--- config.mk ---
export PLATFORM = sky130hd
export DESIGN_NAME = windowed_observation_aggregator_top
export DESIGN_NICKNAME = d
export VERILOG_FILES = /design/src/rtl/woa_pkg.sv /design/src/rtl/woa_ram.sv /design/src/rtl/woa_datapath.sv /design/src/rtl/woa_ctrl.sv /design/src/rtl/windowed_observation_aggregator_top.sv
export SDC_FILE = /design/constraint.sdc
export NUM_CORES = 2
export LEC_CHECK = 0
export BUFFER_PORTS_ARGS = -buffer_cell sky130_fd_sc_hd__buf_4
export CAP_MARGIN = 5
export CORE_MARGIN = 8
export CORE_UTILIZATION = 45
export CTS_CLUSTER_DIAMETER = 200
export CTS_CLUSTER_SIZE = 12
export DETAILED_ROUTE_END_ITERATION = 8
export PLACE_DENSITY = 0.62
export SYNTH_ARGS = -nofsm -noshare
export SYNTH_HDL_FRONTEND = slang
export SYNTH_SLANG_ARGS = --single-unit
--- constraint.sdc ---
create_clock -name clock -period 7.95 [get_ports clock]
set_clock_uncertainty 0.2 [all_clocks]
set_input_delay 1.59 -clock clock [delete_from_list [all_inputs] [get_ports clock]]
set_output_delay 1.59 -clock clock [all_outputs]
set_load 0.005 [all_outputs]
--- src/rtl/woa_pkg.sv ---
// Package for the windowed observation aggregator: payload structs, opcodes,
// controller/datapath command and status structs. No dependencies.
`timescale 1ns / 1ps
package woa_pkg;

   localparam int DEPTH_DEF   = 64;
   localparam int SECTORS_DEF = 16;
   localparam int WIN_W       = 7;
   localparam logic [WIN_W-1:0] WIN_RESET = 7'd64;

   localparam logic OP_ADD = 1'b0;
   localparam logic OP_AGG = 1'b1;

   typedef struct packed {
      logic        opcode;
      logic [15:0] obs_speed;
      logic [31:0] obs_time;
      logic [7:0]  wind_sector;
   } req_type;

   typedef struct packed {
      logic [15:0] average_speed;
      logic [15:0] gust_speed;
      logic [31:0] gust_time;
      logic [7:0]  gust_sector;
      logic [3:0]  top_sector;
      logic [31:0] elapsed;
      logic        empty_res;
   } rsp_type;

   // Controller to datapath commands
   typedef struct packed {
      logic write_entry;   // write request fields at the write slot
      logic scan_clear;    // clear accumulators, start scan at entry 0
      logic scan_read;     // issue read of scan index, advance it
      logic scan_acc;      // fold registered read data into accumulators
      logic vote_clear;    // start sector vote at sector 1
      logic vote_step;     // compare one sector counter, advance
      logic div_start;     // load divider
      logic div_step;      // one restoring division step
      logic rsp_load;      // load result register
   } cmd_type;

   // Datapath to controller status
   typedef struct packed {
      logic scan_last;     // scan index is the last entry to read
      logic vote_last;     // current sector is the last one
      logic div_done;      // divider finished
      logic empty;         // fill count is zero
   } sts_type;

endpackage

--- src/rtl/woa_ram.sv ---
// Generic simple dual-port RAM (one write port, one read port) with registered read data.
// No dependencies.
`timescale 1ns / 1ps
module woa_ram #(
   parameter int WIDTH = 8,
   parameter int DEPTH = 64
) (
   input  logic                     clock,
   input  logic                     wr_en,
   input  logic [$clog2(DEPTH)-1:0] wr_addr,
   input  logic [WIDTH-1:0]         wr_data,
   input  logic [$clog2(DEPTH)-1:0] rd_addr,
   output logic [WIDTH-1:0]         rd_data
);
   logic [WIDTH-1:0] mem_ff [DEPTH];
   logic [WIDTH-1:0] rd_data_ff;

   always_ff @(posedge clock) begin
      if (wr_en) begin
         mem_ff[wr_addr] <= wr_data;
      end
      rd_data_ff <= mem_ff[rd_addr];
   end

   assign rd_data = rd_data_ff;
endmodule

--- src/rtl/woa_datapath.sv ---
// Datapath: entry stores, fill/slot counters, scan accumulators, sector
// counters, serial divider and result register. Uses woa_pkg and woa_ram.
`timescale 1ns / 1ps
module woa_datapath #(
   parameter int DEPTH   = woa_pkg::DEPTH_DEF,
   parameter int SECTORS = woa_pkg::SECTORS_DEF
) (
   input  logic                       clock,
   input  logic                       reset,
   input  logic                       csr_wr,
   input  logic [woa_pkg::WIN_W-1:0]  csr_data,
   input  woa_pkg::req_type           req_data,
   input  woa_pkg::cmd_type           cmd,
   output woa_pkg::sts_type           sts,
   output woa_pkg::rsp_type           rsp_data
);
   localparam int AW  = (DEPTH > 1) ? $clog2(DEPTH) : 1;
   localparam int CW  = $clog2(DEPTH + 1);
   localparam int SW  = $clog2(SECTORS);
   localparam int SUMW = 16 + CW;
   localparam int DCW = $clog2(SUMW + 1);

   logic [woa_pkg::WIN_W-1:0] win_ff;
   logic [AW-1:0] slot_ff, slot_in;
   logic [CW-1:0] fill_ff, fill_in;
   logic [CW-1:0] size;

   // Clamp window size to 1..DEPTH
   always_comb begin
      if (win_ff == '0) begin
         size = CW'(1);
      end else if (32'(win_ff) > DEPTH) begin
         size = CW'(DEPTH);
      end else begin
         size = CW'(win_ff);
      end
   end

   logic [AW-1:0] wr_slot;
   always_comb begin
      wr_slot = (CW'(slot_ff) >= size) ? '0 : slot_ff;
      slot_in = (CW'(wr_slot) + CW'(1) >= size) ? '0 : AW'(CW'(wr_slot) + CW'(1));
      fill_in = (fill_ff < size) ? fill_ff + CW'(1) : fill_ff;
   end

   always_ff @(posedge clock) begin
      if (reset) begin
         win_ff  <= woa_pkg::WIN_RESET;
         slot_ff <= '0;
         fill_ff <= '0;
      end else begin
         if (csr_wr) begin
            win_ff <= csr_data;
         end
         if (cmd.write_entry) begin
            slot_ff <= slot_in;
            fill_ff <= fill_in;
         end
      end
   end

   // Scan address
   logic [CW-1:0] idx_ff;
   logic [15:0] rd_speed;
   logic [31:0] rd_time;
   logic [7:0]  rd_sector;

   woa_ram #(.WIDTH(16), .DEPTH(DEPTH)) u_speed (
      .clock, .wr_en(cmd.write_entry), .wr_addr(wr_slot),
      .wr_data(req_data.obs_speed), .rd_addr(idx_ff[AW-1:0]), .rd_data(rd_speed));
   woa_ram #(.WIDTH(32), .DEPTH(DEPTH)) u_time (
      .clock, .wr_en(cmd.write_entry), .wr_addr(wr_slot),
      .wr_data(req_data.obs_time), .rd_addr(idx_ff[AW-1:0]), .rd_data(rd_time));
   woa_ram #(.WIDTH(8), .DEPTH(DEPTH)) u_sector (
      .clock, .wr_en(cmd.write_entry), .wr_addr(wr_slot),
      .wr_data(req_data.wind_sector), .rd_addr(idx_ff[AW-1:0]),
      .rd_data(rd_sector));

   logic [SUMW-1:0] sum_ff;
   logic [15:0] gust_ff;
   logic [31:0] gust_t_ff, tmin_ff, tmax_ff;
   logic [7:0]  gust_s_ff;
   logic [CW-1:0] cnt_ff [SECTORS];
   logic [CW-1:0] best_cnt_ff;
   logic [SW-1:0] best_ff, vsec_ff;

   always_ff @(posedge clock) begin
      if (cmd.scan_clear) begin
         idx_ff <= '0;
      end else if (cmd.scan_read) begin
         idx_ff <= idx_ff + CW'(1);
      end
      if (cmd.scan_clear) begin
         sum_ff    <= '0;
         gust_ff   <= '0;
         gust_t_ff <= '0;
         gust_s_ff <= '0;
         tmin_ff   <= '0;
         tmax_ff   <= '0;
         for (int i = 0; i < SECTORS; i++) begin
            cnt_ff[i] <= '0;
         end
      end else if (cmd.scan_acc) begin
         sum_ff <= sum_ff + SUMW'(rd_speed);
         if (rd_speed >= gust_ff) begin
            gust_ff   <= rd_speed;
            gust_t_ff <= rd_time;
            gust_s_ff <= rd_sector;
         end
         if (rd_sector != 8'd0 && 32'(rd_sector) < SECTORS) begin
            cnt_ff[rd_sector[SW-1:0]] <= cnt_ff[rd_sector[SW-1:0]] + CW'(1);
         end
         if (tmin_ff == '0 || rd_time < tmin_ff) begin
            tmin_ff <= rd_time;
         end
         if (rd_time > tmax_ff) begin
            tmax_ff <= rd_time;
         end
      end
      // Sector vote: one counter per cycle
      if (cmd.vote_clear) begin
         vsec_ff     <= SW'(1);
         best_ff     <= '0;
         best_cnt_ff <= '0;
      end else if (cmd.vote_step) begin
         vsec_ff <= vsec_ff + SW'(1);
         if (cnt_ff[vsec_ff] > best_cnt_ff) begin
            best_cnt_ff <= cnt_ff[vsec_ff];
            best_ff     <= vsec_ff;
         end
      end
   end

   // Restoring divider: sum / fill, one quotient bit per cycle
   logic [SUMW-1:0] quo_ff;
   logic [CW:0]     rem_ff;
   logic [DCW-1:0]  dcnt_ff;
   logic [CW:0]     trial;
   always_comb begin
      trial = {rem_ff[CW-1:0], quo_ff[SUMW-1]};
   end

   always_ff @(posedge clock) begin
      if (cmd.div_start) begin
         quo_ff  <= sum_ff;
         rem_ff  <= '0;
         dcnt_ff <= DCW'(SUMW);
      end else if (cmd.div_step) begin
         if (trial >= {1'b0, fill_ff}) begin
            rem_ff <= trial - {1'b0, fill_ff};
            quo_ff <= {quo_ff[SUMW-2:0], 1'b1};
         end else begin
            rem_ff <= trial;
            quo_ff <= {quo_ff[SUMW-2:0], 1'b0};
         end
         dcnt_ff <= dcnt_ff - DCW'(1);
      end
   end

   woa_pkg::rsp_type rsp_ff;
   always_ff @(posedge clock) begin
      if (cmd.rsp_load) begin
         if (fill_ff == '0) begin
            rsp_ff <= '{empty_res: 1'b1, default: '0};
         end else begin
            rsp_ff.average_speed <= quo_ff[15:0];
            rsp_ff.gust_speed    <= gust_ff;
            rsp_ff.gust_time     <= gust_t_ff;
            rsp_ff.gust_sector   <= gust_s_ff;
            rsp_ff.top_sector    <= 4'(32'(best_ff));
            rsp_ff.elapsed       <= tmax_ff - tmin_ff;
            rsp_ff.empty_res     <= 1'b0;
         end
      end
   end

   assign rsp_data      = rsp_ff;
   assign sts.scan_last = (idx_ff + CW'(1) >= fill_ff);
   assign sts.vote_last = (32'(vsec_ff) == SECTORS - 1);
   assign sts.div_done  = (dcnt_ff == '0);
   assign sts.empty     = (fill_ff == '0);
endmodule

--- src/rtl/woa_ctrl.sv ---
// Controller state machine: sequences add, scan, vote, divide, respond.
// Uses woa_pkg command/status structs.
`timescale 1ns / 1ps
module woa_ctrl (
   input  logic             clock,
   input  logic             reset,
   input  logic             req_valid,
   output logic             req_ready,
   input  logic             req_opcode,
   output logic             rsp_valid,
   input  logic             rsp_ready,
   input  woa_pkg::sts_type sts,
   output woa_pkg::cmd_type cmd
);
   typedef enum logic [2:0] {
      S_IDLE, S_READ, S_SCAN, S_VOTE, S_DIV, S_LOAD, S_RESP
   } state_type;

   state_type state_ff;
   logic      rsp_valid_ff;
   logic      last_ff;

   wire take = req_valid && req_ready;

   assign req_ready = (state_ff == S_IDLE);
   assign rsp_valid = rsp_valid_ff;

   always_comb begin
      cmd             = '0;
      cmd.write_entry = take && (req_opcode == woa_pkg::OP_ADD);
      cmd.scan_clear  = take && (req_opcode == woa_pkg::OP_AGG);
      case (state_ff)
         S_READ: cmd.scan_read = 1'b1;
         S_SCAN: begin
            cmd.scan_acc  = 1'b1;
            cmd.scan_read = !last_ff;
         end
         S_VOTE: cmd.vote_step = 1'b1;
         S_DIV:  cmd.div_step  = !sts.div_done;
         S_LOAD: cmd.rsp_load  = 1'b1;
         default: ;
      endcase
      cmd.vote_clear = (state_ff == S_SCAN) && last_ff;
      // load the divider on the last vote step; the last speed is in the sum by then
      cmd.div_start  = (state_ff == S_VOTE) && sts.vote_last;
   end

   always_ff @(posedge clock) begin
      if (reset) begin
         state_ff     <= S_IDLE;
         rsp_valid_ff <= 1'b0;
         last_ff      <= 1'b0;
      end else begin
         case (state_ff)
            S_IDLE: begin
               if (take && req_opcode == woa_pkg::OP_AGG) begin
                  state_ff <= sts.empty ? S_LOAD : S_READ;
               end
            end
            S_READ: begin
               last_ff  <= sts.scan_last;
               state_ff <= S_SCAN;
            end
            S_SCAN: begin
               // data for the previous read arrives; issue the next read
               if (last_ff) begin
                  state_ff <= S_VOTE;
               end else begin
                  last_ff <= sts.scan_last;
               end
            end
            S_VOTE: begin
               if (sts.vote_last) begin
                  state_ff <= S_DIV;
               end
            end
            S_DIV: begin
               if (sts.div_done) begin
                  state_ff <= S_LOAD;
               end
            end
            S_LOAD: begin
               rsp_valid_ff <= 1'b1;
               state_ff     <= S_RESP;
            end
            S_RESP: begin
               if (rsp_ready) begin
                  rsp_valid_ff <= 1'b0;
                  state_ff     <= S_IDLE;
               end
            end
            default: state_ff <= S_IDLE;
         endcase
      end
   end
endmodule

--- src/rtl/windowed_observation_aggregator_top.sv ---
// Top level of the windowed observation aggregator.
// Depends on woa_pkg, woa_ctrl, woa_datapath (and woa_ram below it).
//
// Usage:
//  - req channel (req_valid/req_ready/req_data): opcode add stores one
//    observation in the ring; opcode aggregate returns one response.
//  - rsp channel (rsp_valid/rsp_ready/rsp_data): one response per
//    aggregate request, none per add request.
//  - csr channel (csr_valid/csr_ready/csr_data): writes window_size; always
//    ready. Write only while the block is idle.
// Operation:
//  - Add: written in the cycle it is taken; next request may follow at once.
//  - Aggregate: the one-entry-per-cycle RAM scan of the N stored entries,
//    the serial sector vote and the one-bit-per-cycle divider run in turn,
//    then the result register loads and rsp_valid rises; an empty store
//    goes straight to the load.
// Reset: ring empty, write slot 0, window_size 64; no clearing pass.
// Stall: the response holds in its register while rsp_ready is low and no
//  new request is taken until it is delivered.
`timescale 1ns / 1ps
module windowed_observation_aggregator_top #(
   parameter int DEPTH   = woa_pkg::DEPTH_DEF,
   parameter int SECTORS = woa_pkg::SECTORS_DEF
) (
   input  logic                      clock,
   input  logic                      reset,
   input  logic                      req_valid,
   output logic                      req_ready,
   input  woa_pkg::req_type          req_data,
   output logic                      rsp_valid,
   input  logic                      rsp_ready,
   output woa_pkg::rsp_type          rsp_data,
   input  logic                      csr_valid,
   output logic                      csr_ready,
   input  logic [woa_pkg::WIN_W-1:0] csr_data
);
   woa_pkg::cmd_type cmd;
   woa_pkg::sts_type sts;

   // Register port never stalls
   assign csr_ready = 1'b1;

   woa_ctrl u_ctrl (
      .clock, .reset, .req_valid, .req_ready,
      .req_opcode(req_data.opcode),
      .rsp_valid, .rsp_ready, .sts, .cmd
   );

   woa_datapath #(.DEPTH(DEPTH), .SECTORS(SECTORS)) u_dp (
      .clock, .reset,
      .csr_wr(csr_valid && csr_ready), .csr_data,
      .req_data, .cmd, .sts, .rsp_data
   );

`ifndef SYNTHESIS
   // No request is taken while a response waits
   a_no_take_while_rsp: assert property (@(posedge clock) disable iff (reset)
      rsp_valid |-> !req_ready) else $error("request taken during response");
   // A stalled response keeps its value
   a_rsp_hold: assert property (@(posedge clock) disable iff (reset)
      rsp_valid && !rsp_ready |=> $stable(rsp_data)) else $error("rsp changed");
   // An empty response carries zero gust speed and zero elapsed time
   a_empty_zero: assert property (@(posedge clock) disable iff (reset)
      rsp_valid && rsp_data.empty_res |-> rsp_data.gust_speed == '0
      && rsp_data.elapsed == '0) else $error("empty response not zero");
`endif
endmodule

# ---- Word-level counts from Yosys, hierarchy flattened
# Memories as Yosys holds them, arrays and structs flattened. A register that Yosys moved wholly into a read port is not among the register bits.
# Cells that the tools add are included.
dict set report word_totals {
  reg_bits 334
  ramBits 3696
  inputBits 69
  output_inout_bits 112
  n_memories 4
}
# memory depth width rd rd_clocked_by_memory_dff wr line
set mem_list {}
lappend mem_list {u_dp.u_time.mem_ff 64 32 1 1 1 woa_ram.sv:15} ;# logic [WIDTH-1:0] mem_ff [DEPTH];
lappend mem_list {u_dp.u_speed.mem_ff 64 16 1 1 1 woa_ram.sv:15}
lappend mem_list {u_dp.u_sector.mem_ff 64 8 1 1 1 woa_ram.sv:15}
lappend mem_list {u_dp.cnt_ff 16 7 2 1 16 woa_datapath.sv:83} ;# logic [CW-1:0] cnt_ff [SECTORS];
dict set report op_classes {
  add_sub_neg 9
  n_lt_le_gt_ge 11
  eq_ne 12
  n_mux 38
  n_bitwise 1
  n_reduce_logical 26
}
# operator count
set ops {}
lappend ops {{23-bit 2-to-1 mux} 2}
lappend ops {{32-bit > comparator} 1}
lappend ops {{32-bit zero test} 1}
lappend ops {{32-bit < comparator} 1}
lappend ops {{32-bit subtractor} 1}
lappend ops {{7-bit 2-to-1 mux} 4}
lappend ops {{23-bit by 16-bit adder with 23-bit output} 1}
lappend ops {{7-bit by 1-bit adder with 7-bit output, second input constant} 3}
lappend ops {{3-bit case mux with 7 select lines} 1}
lappend ops {{3-bit 2-to-1 mux} 6}
lappend ops {{1-bit 2-to-1 mux} 17}
lappend ops {{16-bit >= comparator} 1}
lappend ops {{7-bit >= comparator} 2}
lappend ops {{7-bit zero test} 2}
lappend ops {{4-bit 2-to-1 mux} 3}
lappend ops {{6-bit 2-to-1 mux} 2}
lappend ops {{2-bit AND reduction} 6}
lappend ops {{3-bit == test, second input constant} 3}
lappend ops {{8-bit by 7-bit >= comparator with 1-bit output} 1}
lappend ops {{8-bit by 5-bit < comparator with 1-bit output, second input constant} 1}
lappend ops {{8-bit nonzero test} 1}
lappend ops {{6-bit by 1-bit adder with 7-bit output, second input constant} 1}
lappend ops {{6-bit by 7-bit >= comparator with 1-bit output} 1}
lappend ops {{7-bit > comparator} 1}
lappend ops {{other kinds (20)} 34}

# ---- Logic depth before layout (Yosys ltp)
dict set report depth {
  word_depth 8
  ltp_mapped 22
  ltp_nobuf 21
}

# ---- By module
# From an unflattened synthesis, not the netlist that was laid out.
dict set report hier_totals {
  cells_unflattened 8427
  area_unflattened_um2 163229.0
}
# module instances cells_per_inst area_each_um2 seq_area_each_um2
set by_module_without_submodules {}
lappend by_module_without_submodules {{woa_ram at u_dp.u_time} 1 3324 78515.3 62139.6}
lappend by_module_without_submodules {{woa_ram at u_dp.u_speed} 1 1829 40042.2 31069.8}
lappend by_module_without_submodules {woa_datapath 1 2288 24125.6 11350.9}
lappend by_module_without_submodules {{woa_ram at u_dp.u_sector} 1 940 20166.8 15534.9}
lappend by_module_without_submodules {woa_ctrl 1 44 367.9 100.1}
lappend by_module_without_submodules {windowed_observation_aggregator_top 1 2 11.3 0.0}

# ---- Least setup slack after synthesis
# No wires, ideal clock.
dict set report synth_timing {
  path_type {register to register}
  from {reg u_dp.win_ff[1] in the netlist's numbering}
  to {mem u_dp.u_sector.mem_ff[124][0], in the netlist u_dp.u_sector.mem_ff[31][0] (enable)}
  setup_ps 610
  arrival_time_ps 7807
  t_required_ps 7140
  setup_slack_ps -667
  path_stages_with_launch 14
  n_path_buf 2
  cell_sequence {dfxtp_1 > nor3_1 > a21oi_1 > nor2_1 > ha_1 > nand2b_1 > a21o_1 > a21o_1 > a21o_1 > a211o_1 > and2_1 > clkbuf_1 > clkbuf_1 > nor4_1}
}
dict set report synth_via {
  elab_chain_cells 5
  elab_cells_between_ends 6
  classes_between {order compare (2); mux (3); reduce/logical (1)}
}
# element line
set synth_rtl {}
lappend synth_rtl {{start: declaration} woa_datapath.sv:23} ;# logic [woa_pkg::WIN_W-1:0] win_ff;
lappend synth_rtl {{start signal: assignment} woa_datapath.sv:48} ;# win_ff <= woa_pkg::WIN_RESET;
lappend synth_rtl {{start signal: assignment} woa_datapath.sv:53} ;# win_ff <= csr_data;
lappend synth_rtl {{7-bit > comparator} woa_datapath.sv:32} ;# end else if (32'(win_ff) > DEPTH) begin
lappend synth_rtl {{7-bit 2-to-1 mux} woa_datapath.sv:32}
lappend synth_rtl {{7-bit 2-to-1 mux *} woa_datapath.sv:30} ;# if (win_ff == '0) begin
lappend synth_rtl {{6-bit by 7-bit >= comparator with 1-bit output *} woa_datapath.sv:41} ;# wr_slot = (CW'(slot_ff) >= size) ? '0 : slot_ff;
lappend synth_rtl {{6-bit 2-to-1 mux *} woa_datapath.sv:41}
lappend synth_rtl {{end: declaration} woa_ram.sv:15}
# Mark *: on every way between the ends. The rest lies on a longest branch, timed or not.

# ---- Final worst setup path
dict set report layout_timing {
  from {reg u_dp.win_ff[1] in the netlist's numbering}
  to {mem u_dp.u_speed.mem_ff[104][12], in the netlist u_dp.u_speed.mem_ff[52][12] (enable)}
}
dict set report layout_via {
  elab_chain_cells 5
  elab_cells_between_ends 6
  classes_between {order compare (2); mux (3); reduce/logical (1)}
}
# element line
set layout_rtl {}
lappend layout_rtl {{7-bit > comparator} woa_datapath.sv:32}
lappend layout_rtl {{7-bit 2-to-1 mux} woa_datapath.sv:32}
lappend layout_rtl {{7-bit 2-to-1 mux *} woa_datapath.sv:30}
lappend layout_rtl {{6-bit by 7-bit >= comparator with 1-bit output *} woa_datapath.sv:41}
lappend layout_rtl {{6-bit 2-to-1 mux *} woa_datapath.sv:41}
lappend layout_rtl {{end: declaration} woa_ram.sv:15}
# Marks and branches as above.

==> impl_metrics.ini <==
[place]
gp_congestion = 0.866
dp.cells = 12200
dpl.hpwl_mm = 248
numPortBuffers = 179
post-place-ws_ps = 2320

[setup_path]
required_ps = 8350
worstSetupPathType = flop to flop
cpMostUsedCell = a21o_1
crit_path_max_fanout = 23
cpPeakStageDelay_ps = 1110
cp_top_family = simple AND/OR/NAND/NOR gates
start_kind = flop
slowest_stage = nor2_4
critPathCaptureType = flop
crit_arrival_ps = 6090
crit_chain = nor3_1 -> a21oi_1 -> nor2_1 -> ha_1 -> nand2b_1 -> a21o_1 -> a21o_1 -> a21o_1 -> a211o_1 -> a21oi_1 -> nand3_1 -> nor2_4 -> buf_4
crit_buf_inv = 1

[clocking]
clk_pin_slew_ps = 60
numCtsBuffers = 378
clock_sinks = 4090
cts-resized-gates = 0
clockRootBuffer = clkbuf_16
clock_path_buffers = 4
htreeDepth = 5
clock_latency_ps = 970
post_cts_buffers = 0
cts_hold_buf = 0
cts_tree = built

[detailed_routing]
wl_mm = 416
wl_per_cell_um = 32.7
vias = 77900
drt_iter0_drc = 9089
firstDrtPassIters = 5
drc_errors = 0
via_per_inst = 6.13
drtAntennaViolNets = 0

[global_route]
grtUsageTotal_pct = 21.8
grt_max_degree = 113
overflow = 0
grt_pass1_wl_mm = 589
grt_pass1_vias = 77600
grt_antenna_before_repair = 51

[sta]
fin_crit_sh_pct = 71.6
slew_viol_final = 0
slew_headroom_pct = 14.8
worst_slack_ps = 2260
setup_viol = 0
worst_slew_pin_slew_ps = 1270
setup_tns_ps = 0
timing.hold.ws_ps = 278
rsz0062_at_grt = false
max_freq_ghz = 0.176
finalHoldViolCount = 0
period_needed_ps = 5690

[yosys]
yosysSeqAreaShare_pct = 74.8
ys_top_cells_by_area = edfxtp_1 72%, mux4_2 17%, dfxtp_1 3.3%, ha_1 1.3%, nor2_1 0.83%
yosys.cell_types.count = 78
synth_edf_count = 3828
synth_mux_area_share_pct = 18.0
syn_area_um2 = 161000
synthAdderAreaFrac_pct = 1.38
synth_top_family_by_area = multiplexers
synth_compound_area_share_pct = 1.61
synth_ff_type = edfxtp_1
syn_avg_cell_area_um2 = 21.6
synth-simple-area-share_pct = 2.48
yosys.area.top_type_share_pct = 71.5
async_flop_share_pct = 0
netlist_top_cells_count = 3828 x edfxtp_1, 1228 x mux4_2, 357 x nor2_1, 262 x dfxtp_1, 232 x clkbuf_1
synth_xor_area_share_pct = 0.357
synth_area_leader_cell = edfxtp_1
yosysMostFrequentCell = edfxtp_1
yosysWarnings = 0
syn-instance-count = 7445
ys_seq_elements = 4090

[floorplanning]
die_w_um = 614
rows = 219
start_util_pct = 45.2
die_area_um2 = 376000
io_pins = 181
core_um2 = 356000
die_h_um = 614

[cells_and_area]
drive_above_1_share_pct = 26.3
postLayoutCoreUtil_pct = 50.3
final_cells = 12700
nets = 8052
areaGrowthSynthToFinish_pct = 11.4

[job]
drv_cap = 0

[power]
p_per_area_nw_per_um2 = 321
p_leak_nw = 55.4
ir_drop_mv = 0.333

[hold_path]
hold_class = flop to flop

[outcome]
status = finished, final reports clean
stage by stage:
| stage | area (um^2) | total power [mW] |
|---|---|---|
| floorplan | 161000 | 36.1 |
| global placement | 169000 | 41.6 |
| detailed placement | 169000 | 41.8 |
| CTS | 179000 | 58.0 |
| global route | 179000 | 59.7 |
| finish | 179000 | 57.5 |
final cells by class:
| class | count | area (um^2) |
|---|---|---|
| fill | 27900 | 177000 |
| sequential | 4090 | 120000 |
| multi-input combinational | 2854 | 38900 |
| clock buffer | 493 | 10000 |
| tap | 4751 | 5940 |
| timing repair buffer | 356 | 3110 |
| inverter | 127 | 482 |
| clock inverter | 21 | 395 |
| antenna | 22 | 55.1 |
tightest hold or removal path: stages (launching register included):
cell	delay, ps
dfxtp_1	330
nand2_1	60
a21oi_1	50
worst paths after layout:
check	start	endpoint	slack [ps]	cells after the start
min reg2reg	u_dp.sum_ff[11]$_SDFFE_PP0P_	u_dp.sum_ff[11]$_SDFFE_PP0P_	280	2
min	u_dp.sum_ff[11]$_SDFFE_PP0P_	u_dp.sum_ff[11]$_SDFFE_PP0P_	280	2
max	u_dp.win_ff[1]$_SDFFE_PP0P_	u_dp.u_speed.mem_ff[52][12]$_DFFE_PP_	2260	13
max reg2reg	u_dp.win_ff[1]$_SDFFE_PP0P_	u_dp.u_speed.mem_ff[52][12]$_DFFE_PP_	2260	13
per-layer routing:
| metal | vias up | GRT usage, % | part of all wire (%) |
|---|---|---|---|
| li1 | 31600 | - | - |
| met1 | 42200 | 30.7 | 40 |
| met2 | 3559 | 35.4 | 48 |
| met3 | 543 | 4.68 | 9.1 |
| met4 | 26 | 4.41 | 2.2 |
| met5 | - | 0 | 0.041 |
cell families (layout without fill, tap and decap cells):
group                    Yosys count  in the layout
AO/OA/AOI/OAI                    410            410
XOR/XNOR                          62             62
adder cells (fa/ha/maj)          176            176
buffers and inverters            507            997
flip-flops                      4090           4090
multiplexers                    1326           1326
other                              2             30
AND/OR/NAND/NOR                  872            872
where the power goes:
part	switching (mW)	total (mW)	internal (mW)
combinational	8.86	15.9	7.09
sequential	0.911	25.3	24.4
clock	7.56	16.3	8.73
state kept, by name, summed over array words and instances, names as in the netlist, 23 cells and up, named ones only:
register,flops
u_dp.u_speed.mem_ff,1024
u_dp.u_sector.mem_ff,512
u_dp.gust_t_ff,32
u_dp.tmin_ff,32
u_dp.u_time.rd_data,32
u_dp.sum_ff,23
u_dp.rsp_data,109
u_dp.u_time.mem_ff,2048
u_dp.tmax_ff,32
u_dp.quo_ff,23
u_dp.cnt_ff,112
layout by cell type, fill, tap and decap left out, types with 32 or more instances in the layout:
cell type and n:
a21o_1 57, a21oi_1 119, and2_1 72, buf_12 35, buf_4 321, clkbuf_1 110, clkbuf_16 383, dfxtp_1 254
edfxtp_1 3828, ha_1 173, inv_1 125, mux2i_1 78, mux4_2 1228, nand2_1 204, nand3_1 80, nor2_1 301
nor2_4 56, o21ai_0 89, o31ai_1 47, xnor2_1 32
Note: power is estimated with default switching activity, not from simulation.
